<file path="src/rtl/sha1md_pkg.sv">
// SHA-1 message digest: shared types and constants.
// Depends on nothing; used by sha1_message_digest_top.
`default_nettype none

package sha1md_pkg;

    localparam int unsigned WORD_BITS   = 32;
    localparam int unsigned CHAIN_WORDS = 5;
    localparam int unsigned SCHED_WORDS = 16;
    localparam int unsigned ROUNDS      = 80;
    localparam int unsigned TOTAL_BITS  = 61;

    localparam logic [7:0] PAD_MARK  = 8'h80;
    localparam logic [5:0] LAST_POS  = 6'd63;
    localparam logic [5:0] LEN_POS   = 6'd56;
    localparam logic [6:0] LAST_RND  = 7'd79;

    localparam logic [31:0] K_00_19 = 32'h5A827999;
    localparam logic [31:0] K_20_39 = 32'h6ED9EBA1;
    localparam logic [31:0] K_40_59 = 32'h8F1BBCDC;
    localparam logic [31:0] K_60_79 = 32'hCA62C1D6;

    localparam logic [31:0] H_INIT [CHAIN_WORDS] = '{
        32'h67452301, 32'hEFCDAB89, 32'h98BADCFE, 32'h10325476, 32'hC3D2E1F0
    };

    typedef struct packed {
        logic [7:0] data_byte;
        logic       has_byte;
        logic       last_byte;
    } msg_word_t;

    typedef struct packed {
        logic [31:0] digest_word0;
        logic [31:0] digest_word1;
        logic [31:0] digest_word2;
        logic [31:0] digest_word3;
        logic [31:0] digest_word4;
    } dig_word_t;

    typedef enum logic [2:0] {
        ST_IDLE,
        ST_PAD,
        ST_ROUND,
        ST_ADD,
        ST_EMIT
    } state_t;

endpackage

`default_nettype wire

</file>
<file path="src/rtl/sha1_message_digest_top.sv">
// SHA-1 message digest, byte-serial input, one shared round unit.
// Depends on sha1md_pkg (types, round constants, initial chaining values).
//
// Usage: feed message bytes one word at a time (has_byte=1); mark the final
// word with last_byte=1 (has_byte=0 with last_byte=1 ends a message without
// a byte; on its own it gives the empty-message digest). An ordinary byte is
// taken without a stall. Every 64th byte starts a compression: one shared
// round unit runs the 80 rounds one per cycle, then the ST_ADD state adds
// the result into the chaining words. After the last word the padding (0x80,
// zeros, bit length) is fed through the same byte packer one byte per cycle,
// with a second block of padding when the length no longer fits; each block
// is compressed in turn, then the digest register is loaded. msg_stall is
// high for all of that time. The digest sits in an output register, so the
// next message may start while it waits to be taken; a new digest is held
// back only while the old one is unread. The byte count saturates at
// 2^61-1; the length field carries the low LENGTH_FIELD_BITS bits of the
// bit count, higher bits zero.
`default_nettype none

module sha1_message_digest_top #(
    parameter int unsigned LENGTH_FIELD_BITS = 64
) (
    input  wire                    clk,
    input  wire                    rst_n,
    input  wire                    msg_valid,
    output logic                   msg_stall,
    input  sha1md_pkg::msg_word_t  msg_word,
    output logic                   dig_valid,
    input  wire                    dig_stall,
    output sha1md_pkg::dig_word_t  dig_word
);

    localparam int unsigned NCH = sha1md_pkg::CHAIN_WORDS;
    localparam int unsigned NSC = sha1md_pkg::SCHED_WORDS;
    localparam int unsigned TB  = sha1md_pkg::TOTAL_BITS;

    // control state
    sha1md_pkg::state_t state_reg, state_next;
    logic [5:0]    fill_reg, fill_next;          // byte position in block
    logic [6:0]    rnd_reg, rnd_next;            // round counter 0..79 in ST_ROUND
    logic [TB-1:0] total_reg, total_next;        // saturating byte count
    logic          pad_mode_reg, pad_mode_next;  // padding current message
    logic          first_pad_reg, first_pad_next;
    logic          len_ok_reg, len_ok_next;      // length goes in this block
    logic          final_reg, final_next;        // this compression ends msg
    logic          dig_valid_reg, dig_valid_next;

    // datapath
    logic [31:0] word_reg, word_next;            // byte packer
    logic [31:0] sched_reg [NSC];
    logic [31:0] rw_reg [NCH];
    logic [31:0] rw_next [NCH];
    logic [31:0] chain_reg [NCH];
    logic [31:0] chain_next [NCH];
    sha1md_pkg::dig_word_t dig_reg;

    // handshake and sequencing terms
    logic        accept;
    logic        push_en;
    logic [7:0]  push_byte;
    logic        block_full;
    logic        emit;
    logic        shift_en;
    logic [31:0] shift_in;

    // length field
    logic [63:0] len_raw;
    logic [63:0] len_bits;
    logic [7:0]  len_byte;

    // round unit
    logic [31:0] w_new;
    logic [31:0] f_val;
    logic [31:0] k_val;
    logic [31:0] t_val;

    assign msg_stall = (state_reg != sha1md_pkg::ST_IDLE);
    assign accept    = msg_valid && !msg_stall;
    assign dig_valid = dig_valid_reg;
    assign dig_word  = dig_reg;
    assign emit      = (state_reg == sha1md_pkg::ST_EMIT) && (!dig_valid_reg || !dig_stall);

    // bit count, cut to the configured field width
    assign len_raw = {total_reg, 3'b000};
    always_comb
    begin
        for (int i = 0; i < 64; i++)
        begin
            len_bits[i] = (i < int'(LENGTH_FIELD_BITS)) ? len_raw[i] : 1'b0;
        end
    end
    // byte 56 of the block carries the top byte of the length
    assign len_byte = len_bits[{~fill_reg[2:0], 3'b000} +: 8];

    // byte source: message bytes when idle, pad bytes while padding
    always_comb
    begin
        push_en   = 1'b0;
        push_byte = msg_word.data_byte;
        if (state_reg == sha1md_pkg::ST_IDLE)
        begin
            push_en = accept && msg_word.has_byte;
        end
        else if (state_reg == sha1md_pkg::ST_PAD)
        begin
            push_en = 1'b1;
            if (first_pad_reg)
                push_byte = sha1md_pkg::PAD_MARK;
            else if (len_ok_reg && fill_reg >= sha1md_pkg::LEN_POS)
                push_byte = len_byte;
            else
                push_byte = 8'h00;
        end
    end
    assign block_full = push_en && (fill_reg == sha1md_pkg::LAST_POS);

    // next state
    always_comb
    begin
        state_next = state_reg;
        unique case (state_reg)
            sha1md_pkg::ST_IDLE:
            begin
                if (accept)
                begin
                    if (block_full)
                        state_next = sha1md_pkg::ST_ROUND;
                    else if (msg_word.last_byte)
                        state_next = sha1md_pkg::ST_PAD;
                end
            end
            sha1md_pkg::ST_PAD:
            begin
                if (block_full)
                    state_next = sha1md_pkg::ST_ROUND;
            end
            sha1md_pkg::ST_ROUND:
            begin
                if (rnd_reg == sha1md_pkg::LAST_RND)
                    state_next = sha1md_pkg::ST_ADD;
            end
            sha1md_pkg::ST_ADD:
            begin
                if (final_reg)
                    state_next = sha1md_pkg::ST_EMIT;
                else if (pad_mode_reg)
                    state_next = sha1md_pkg::ST_PAD;
                else
                    state_next = sha1md_pkg::ST_IDLE;
            end
            sha1md_pkg::ST_EMIT:
            begin
                if (emit)
                    state_next = sha1md_pkg::ST_IDLE;
            end
            default:
            begin
                state_next = sha1md_pkg::ST_IDLE;
            end
        endcase
    end

    // round unit: one SHA-1 round per cycle, schedule from a 16-word shift line
    assign w_new = {sched_reg[13] ^ sched_reg[8] ^ sched_reg[2] ^ sched_reg[0]}
                   <<< 0;
    always_comb
    begin
        if (rnd_reg < 7'd20)
        begin
            f_val = (rw_reg[1] & rw_reg[2]) | (~rw_reg[1] & rw_reg[3]);
            k_val = sha1md_pkg::K_00_19;
        end
        else if (rnd_reg < 7'd40)
        begin
            f_val = rw_reg[1] ^ rw_reg[2] ^ rw_reg[3];
            k_val = sha1md_pkg::K_20_39;
        end
        else if (rnd_reg < 7'd60)
        begin
            f_val = (rw_reg[1] & rw_reg[2]) | (rw_reg[1] & rw_reg[3])
                  | (rw_reg[2] & rw_reg[3]);
            k_val = sha1md_pkg::K_40_59;
        end
        else
        begin
            f_val = rw_reg[1] ^ rw_reg[2] ^ rw_reg[3];
            k_val = sha1md_pkg::K_60_79;
        end
    end
    assign t_val = {rw_reg[0][26:0], rw_reg[0][31:27]} + f_val + rw_reg[4]
                 + sched_reg[0] + k_val;

    // schedule shift: packed message words, or the next expanded word
    always_comb
    begin
        shift_en = 1'b0;
        shift_in = {w_new[30:0], w_new[31]};
        if (state_reg == sha1md_pkg::ST_ROUND)
        begin
            shift_en = 1'b1;
        end
        else if (push_en && fill_reg[1:0] == 2'b11)
        begin
            shift_en = 1'b1;
            shift_in = {word_reg[23:0], push_byte};
        end
    end

    // control and datapath next values
    always_comb
    begin
        fill_next      = fill_reg;
        rnd_next       = rnd_reg;
        total_next     = total_reg;
        pad_mode_next  = pad_mode_reg;
        first_pad_next = first_pad_reg;
        len_ok_next    = len_ok_reg;
        final_next     = final_reg;
        word_next      = word_reg;
        dig_valid_next = dig_valid_reg && dig_stall;
        for (int i = 0; i < NCH; i++)
        begin
            rw_next[i]    = rw_reg[i];
            chain_next[i] = chain_reg[i];
        end

        if (push_en)
        begin
            word_next = {word_reg[23:0], push_byte};
            fill_next = fill_reg + 6'd1;
        end
        if (block_full)
        begin
            rnd_next = '0;
            for (int i = 0; i < NCH; i++)
                rw_next[i] = chain_reg[i];
        end

        if (state_reg == sha1md_pkg::ST_IDLE && accept)
        begin
            if (msg_word.has_byte && !(&total_reg))
                total_next = total_reg + TB'(1);
            if (msg_word.last_byte)
            begin
                pad_mode_next  = 1'b1;
                first_pad_next = 1'b1;
            end
        end

        if (state_reg == sha1md_pkg::ST_PAD)
        begin
            first_pad_next = 1'b0;
            // the mark landing at or before byte 55 leaves room for the length
            if (first_pad_reg && fill_reg < sha1md_pkg::LEN_POS)
                len_ok_next = 1'b1;
            if (block_full && len_ok_reg)
                final_next = 1'b1;
        end

        if (state_reg == sha1md_pkg::ST_ROUND)
        begin
            rnd_next   = rnd_reg + 7'd1;
            rw_next[4] = rw_reg[3];
            rw_next[3] = rw_reg[2];
            rw_next[2] = {rw_reg[1][1:0], rw_reg[1][31:2]};
            rw_next[1] = rw_reg[0];
            rw_next[0] = t_val;
        end

        if (state_reg == sha1md_pkg::ST_ADD)
        begin
            for (int i = 0; i < NCH; i++)
                chain_next[i] = chain_reg[i] + rw_reg[i];
            if (pad_mode_reg)
                len_ok_next = 1'b1;
        end

        if (emit)
        begin
            dig_valid_next = 1'b1;
            for (int i = 0; i < NCH; i++)
                chain_next[i] = sha1md_pkg::H_INIT[i];
            total_next    = '0;
            pad_mode_next = 1'b0;
            len_ok_next   = 1'b0;
            final_next    = 1'b0;
        end
    end

    always_ff @(posedge clk or negedge rst_n)
    begin
        if (!rst_n)
        begin
            state_reg     <= sha1md_pkg::ST_IDLE;
            fill_reg      <= '0;
            rnd_reg       <= '0;
            total_reg     <= '0;
            pad_mode_reg  <= 1'b0;
            first_pad_reg <= 1'b0;
            len_ok_reg    <= 1'b0;
            final_reg     <= 1'b0;
            dig_valid_reg <= 1'b0;
            for (int i = 0; i < NCH; i++)
                chain_reg[i] <= sha1md_pkg::H_INIT[i];
        end
        else
        begin
            state_reg     <= state_next;
            fill_reg      <= fill_next;
            rnd_reg       <= rnd_next;
            total_reg     <= total_next;
            pad_mode_reg  <= pad_mode_next;
            first_pad_reg <= first_pad_next;
            len_ok_reg    <= len_ok_next;
            final_reg     <= final_next;
            dig_valid_reg <= dig_valid_next;
            for (int i = 0; i < NCH; i++)
                chain_reg[i] <= chain_next[i];
        end
    end

    // payload registers, no reset
    always_ff @(posedge clk)
    begin
        word_reg <= word_next;
        for (int i = 0; i < NCH; i++)
            rw_reg[i] <= rw_next[i];
        if (shift_en)
        begin
            for (int i = 0; i < NSC - 1; i++)
                sched_reg[i] <= sched_reg[i + 1];
            sched_reg[NSC - 1] <= shift_in;
        end
        if (emit)
        begin
            dig_reg.digest_word0 <= chain_reg[0];
            dig_reg.digest_word1 <= chain_reg[1];
            dig_reg.digest_word2 <= chain_reg[2];
            dig_reg.digest_word3 <= chain_reg[3];
            dig_reg.digest_word4 <= chain_reg[4];
        end
    end

    // checks
    a_rnd_range: assert property (@(posedge clk) disable iff (!rst_n)
        state_reg == sha1md_pkg::ST_ROUND |-> rnd_reg <= sha1md_pkg::LAST_RND)
        else $error("round counter past last round");

    a_block_aligned: assert property (@(posedge clk) disable iff (!rst_n)
        (state_reg != sha1md_pkg::ST_ROUND && state_next == sha1md_pkg::ST_ROUND)
        |=> fill_reg == '0)
        else $error("compression started on a partial block");

    a_final_in_pad: assert property (@(posedge clk) disable iff (!rst_n)
        final_reg |-> pad_mode_reg && len_ok_reg)
        else $error("final compression outside padding");

    a_emit_clears: assert property (@(posedge clk) disable iff (!rst_n)
        emit |=> total_reg == '0 && fill_reg == '0 && dig_valid_reg
                 && !pad_mode_reg)
        else $error("message state not cleared after digest");

endmodule

`default_nettype wire

</file>
<file path="config.mk">
export PLATFORM = sky130hd
export DESIGN_NAME = sha1_message_digest_top
export DESIGN_NICKNAME = d
export VERILOG_FILES = /design/src/rtl/sha1md_pkg.sv /design/src/rtl/sha1_message_digest_top.sv
export SDC_FILE = /design/constraint.sdc
export NUM_CORES = 2
export LEC_CHECK = 0
export BUFFER_PORTS_ARGS = -buffer_cell sky130_fd_sc_hd__buf_4
export CAP_MARGIN = 20
export CELL_PAD_IN_SITES_DETAIL_PLACEMENT = 2
export CELL_PAD_IN_SITES_GLOBAL_PLACEMENT = 2
export CORE_MARGIN = 10
export CORE_UTILIZATION = 30
export DETAILED_ROUTE_END_ITERATION = 8
export HOLD_SLACK_MARGIN = 0.15
export PLACE_DENSITY = 0.67
export SLEW_MARGIN = 20
export SYNTH_ARGS = -nofsm -noshare
export SYNTH_HDL_FRONTEND = slang
export SYNTH_SLANG_ARGS = --single-unit
</file>
<file path="constraint.sdc">
create_clock -name clk -period 23.7 [get_ports clk]
set_input_delay 3.555 -clock clk [delete_from_list [all_inputs] [get_ports clk]]
set_output_delay 3.555 -clock clk [all_outputs]
set_load 0.005 [all_outputs]
</file>
Yosys cells after proc, flatten, opt, wreduce, memory -nomap -nowiden
Memory sizes are Yosys's and may differ from the RTL's.
Index checks and enable logic that the tools add are counted.
{"block": "op_classes", "addsub": 12, "eq_ne": 12, "n_div": 0, "multipliers": 0, "reduce_logical": 33, "magnitude_cmp": 5, "mux": 49, "n_shift": 1, "n_bitwise": 14}
{"operator": "$mux W160", "count": 4}
{"operator": "$add A32 B32 Y32", "count": 9}
{"operator": "$mux W32", "count": 7}
{"operator": "$mux W61", "count": 3}
{"operator": "$xor A32 B32 Y32", "count": 5}
{"operator": "$and A32 B32 Y32", "count": 4}
{"operator": "$or A32 B32 Y32", "count": 3}
{"operator": "$shiftx A64 B7 Y8", "count": 1}
{"operator": "$add A61 B1 Y61 const B", "count": 1}
{"operator": "$reduce_and A61 Y1", "count": 1}
{"operator": "$mux W8", "count": 4}
{"operator": "$not A32 Y32", "count": 1}
{"operator": "$mux W31", "count": 1}
{"operator": "$mux W3", "count": 7}
{"operator": "$mux W1", "count": 20}
{"operator": "$reduce_bool A2 Y1", "count": 9}
{"operator": "$pmux W3 S5", "count": 1}
{"operator": "$lt A7 B6 Y1 const B", "count": 2}
{"operator": "$mux W7", "count": 2}
{"operator": "$logic_and A1 B1 Y1", "count": 11}
{"operator": "$ne A2 B2 Y1 const B", "count": 4}
{"operator": "$reduce_and A2 Y1", "count": 4}
{"operator": "$add A7 B1 Y7 const B", "count": 1}
{"operator": "$eq A7 B7 Y1 const B", "count": 1}
{"operator": "16 further kinds", "count": 20}
{"block": "totals", "inputBits": 14, "n_memories": 2, "latchBits": 0, "mem_bits_rw": 672, "romBits": 0, "wordCells": 148, "register_bits": 426}
{"memory": "sched_reg", "depth": 16, "word_bits": 32, "rd": 16, "rd_clocked_by_memory_dff": 0, "write_ports": 16, "line": "sha1_message_digest_top.sv:50", "text": "logic [31:0] sched_reg [NSC];"}
{"memory": "rw_reg", "depth": 5, "word_bits": 32, "rd": 5, "rd_clocked_by_memory_dff": 0, "write_ports": 5, "line": "sha1_message_digest_top.sv:51", "text": "logic [31:0] rw_reg [NCH];"}

Depth between registers and ports, before layout
An unclocked memory read counts as a cell.
{"block": "depth", "word_depth": 12, "depth_mapped": 29, "depth_no_buf": 25}

Worst setup path before layout
No wires, ideal clock.
{"block": "synth_timing", "kind": "input -> register", "from": "input port msg_word[1] (netlist bit)", "to": "memory sched_reg[0][0], enable pin", "arrival_time_ps": 17225, "cell_stages": 6, "path_slack_ps": 5504, "required_time_ps": 22729, "path_cell_list": "nand4b_1 > nand2_1 > and2_1 > clkbuf_1 > clkbuf_1 > nand2b_1"}
{"element": "start: declaration", "line": "sha1_message_digest_top.sv:27", "text": "input sha1md_pkg::msg_word_t msg_word,"}
{"element": "end: declaration", "line": "sha1_message_digest_top.sv:50"}

==> flow_summary.toml <==
[finish]
stdcell_count = 6774
syn_to_final_growth_pct = 16.0
nNetsFinal = 4710
mostFrequentLayoutCells = "856 x edfxtp_1, 634 x nand2_1, 273 x o21ai_0"
largest_register_ffs = 512
finalInstanceArea_sq_mm = 0.0603
drive_above_1_share = 0.120
final_common_cell = "edfxtp_1"

[pwr]
powerDensity_mw_per_mm2 = 145
totalPowerFinal_w = 0.00873
p_leak_nw = 23.0
ir_drop_uv = 87.8

[critical_path]
critPathKind = "reg -> reg"
endpoint = "rw_reg[0][28]$_DFFE_PP_"
r2r_cells = 22
ff2ff_setup_slack_ns = 16.02
crit_start = "rnd_reg[2]$_DFFE_PN0P_"
cp_slowest_stage_delay_ns = 0.84
crit_arrival_ns = 8.25
cpMostUsedCell = "inv_1"
r2r-start = "rnd_reg[2]$_DFFE_PN0P_"
crit_fanout = 28
crit_required_ns = 24.27
slowest_stage = "nor2_1"
cp-end-kind = "flop"
cp_cell_sequence = "a41o_1 -> nor2_1 -> inv_1 -> nand2_1 -> buf_4 -> inv_1 -> a221o_1 -> fa_1 -> fa_1 -> inv_1 -> fa_1 -> inv_1 -> ha_1 -> and2_1 -> nand3_1 -> or4_1 -> o32ai_1 -> o21ai_0 -> nand2b_1 -> a21oi_1 -> or4b_2 -> nand3_1"
startpoint_type = "flop"
r2r-end = "rw_reg[0][28]$_DFFE_PP_"

[floorplan]
chipWidth_microns = 436
coreArea_sq_mm = 0.172
rows = 152
dieArea_sq_mm = 0.190
initial_core_util = 0.302
die_y_microns = 436
ios = 176

[synthesis]
ys_ff_latch = 1098
synth_edf_count = 856
async_reset_ff_frac = 0.220
synth_nets = 4507
yosysSeqAreaShare = 0.613
synthFlopType = "edfxtp_1"
syn_area_sq_mm = 0.0520
yosys_warnings = 0
syn_inst = 4150
yosysUniqueCellTypes = 85
syn_avg_cell_area_sq_um = 12.5

[clocking]
clockRootBuffer = "clkbuf_16"
htree_levels = 3
cts_tree = "built"
cts_buffers = 121
hold_buffers = 0
clock_insertion_delay_worst_skew_ns = 0.82
clock_path_buffers = 3
postCtsSetupBuffers = 0
clk_pin_slew_ns = 0.06
cts_sinks = 1098
cts_resized = 0

[timing]
setup_violations = 0
tightestPinTransition_ns = 1.08
timing.hold.ws_ns = 0.367
tns_ns = 0
period_share = 0.324
clock_skew_ns = 0.128
slew_headroom = 0.270
hold_viol = 0
fmax_mhz = 130
slew_violations = 0
min_period_ns = 7.68
rsz0062_at_grt = "no"

[min_path]
min_path_type = "reg -> reg"
min-delay-start = "sched_reg[0][55]$_DFFE_PP_"

[placed_design]
placed_area_sq_mm = 0.0560
placedCellCount = 6539
hpwl_mm = 121
io_buffers = 175
gp_congestion = 0.857

[job]
maxCapViolCount = 0

[routing]
firstDrtPassIters = 5
ant_nets = 0
wl_per_cell_microns = 24.8
drt_iter0_markers = 2147
drt_wl_total_mm = 168
drc = 0
viasPerCell = 4.97
num_vias = 33700

[global_route]
grt_start_max_net_pins = 210
grt_antenna_before_repair = 2
grt_pass1_vias = 37000
grt_overflow = 0
track_usage = 0.174
grt_pass1_wl_mm = 252

[status]
status = "completed"
## cell usage after synthesis (all sizes together) (30+ instances only)
library cell  count  area [sq um]
nor2            225           847
o21ai           279          1400
a21o             77           578
edfxtp          856         25700
and3             30           188
dfstp            80          2100
inv             217           815
fa              120          2400
xor2            118          1030
ha              223          2790
clkbuf          116           435
nor2b            44           275
nand2           636          2390
a21oi           214          1080
nor3             48           245
nand3            88           445
xnor2           206          1800
dfrtp           162          4050
## cell type report
| cell class | instances | area, sq um |
|---|---|---|
| well taps | 2310 | 2890 |
| multi-input cells | 2708 | 18900 |
| fillers | 18100 | 112000 |
| clock buffers | 165 | 3310 |
| repair buffers | 206 | 1600 |
| flip-flops and latches | 1098 | 31900 |
| clock inverters | 67 | 935 |
| inverters | 218 | 831 |
| diodes | 2 | 5.00 |
## worst max-delay path, delay by kind of cell, from the launching register on
family	cells	cell delay, ns
AOI/OAI and AO/OA	5	1.43
buffers and inverters	5	0.92
DFF	1	0.44
adders and majority gates	4	1.85
and+or+nand+nor	8	2.77
## where the power goes
group          total (W)  internal (W)  leakage [nW]  switching [W]
clock            0.00201       0.00116          2.03       0.000844
sequential       0.00338       0.00291          10.5       0.000470
combinational    0.00334       0.00127          10.5        0.00207
total            0.00873       0.00534          23.0        0.00339
## metrics by stage
step / setup WS [ns] / utilization
2_1_floorplan: 5.50 / -
3_3_place_gp: 15.41 / 0.326
3_5_place_dp: 15.10 / 0.326
4_1_cts: 15.92 / 0.351
5_1_grt: 15.57 / 0.351
6_report: 16.02 / 0.351
## worst min-delay path by stage
| stage | end | slack (ns) | cells past startpoint |
|---|---|---|---|
| 3_3_place_gp | sched_reg[0][2]$_DFFE_PP_ | 0.40 | 0 |
| 5_1_grt | sched_reg[0][23]$_DFFE_PP_ | 0.37 | 0 |
| 3_5_place_dp | sched_reg[1][102]$_DFFE_PP_ | 0.41 | 0 |
| 2_1_floorplan | sched_reg[0][0]$_DFFE_PP_ | 0.40 | 0 |
| 4_1_cts | sched_reg[1][115]$_DFFE_PP_ | 0.36 | 0 |
| 6_report | sched_reg[0][23]$_DFFE_PP_ | 0.37 | 0 |
## cell families (layout without fill, tap and decap cells)
kind of cell | Yosys count | count (layout) | share of synthesized area
fa+ha+maj | 343 | 343 | 0.0999
simple gates | 1199 | 1199 | 0.101
buf+inv | 344 | 656 | 0.0249
mux | 36 | 36 | 0.0101
compound gates | 806 | 806 | 0.0967
xor+xnor | 324 | 324 | 0.0546
other cells | 0 | 2 | 0
flops | 1098 | 1098 | 0.613
## per-layer routing
metal	vias up	GRT usage	wire length, microns
met1	17700	0.223	73400
met2	536	0.305	84900
met3	200	0.0220	5160
met5	-	0	0
li1	15300	-	-
met4	0	0.0503	4460
Power figures use the tool's default switching activity.
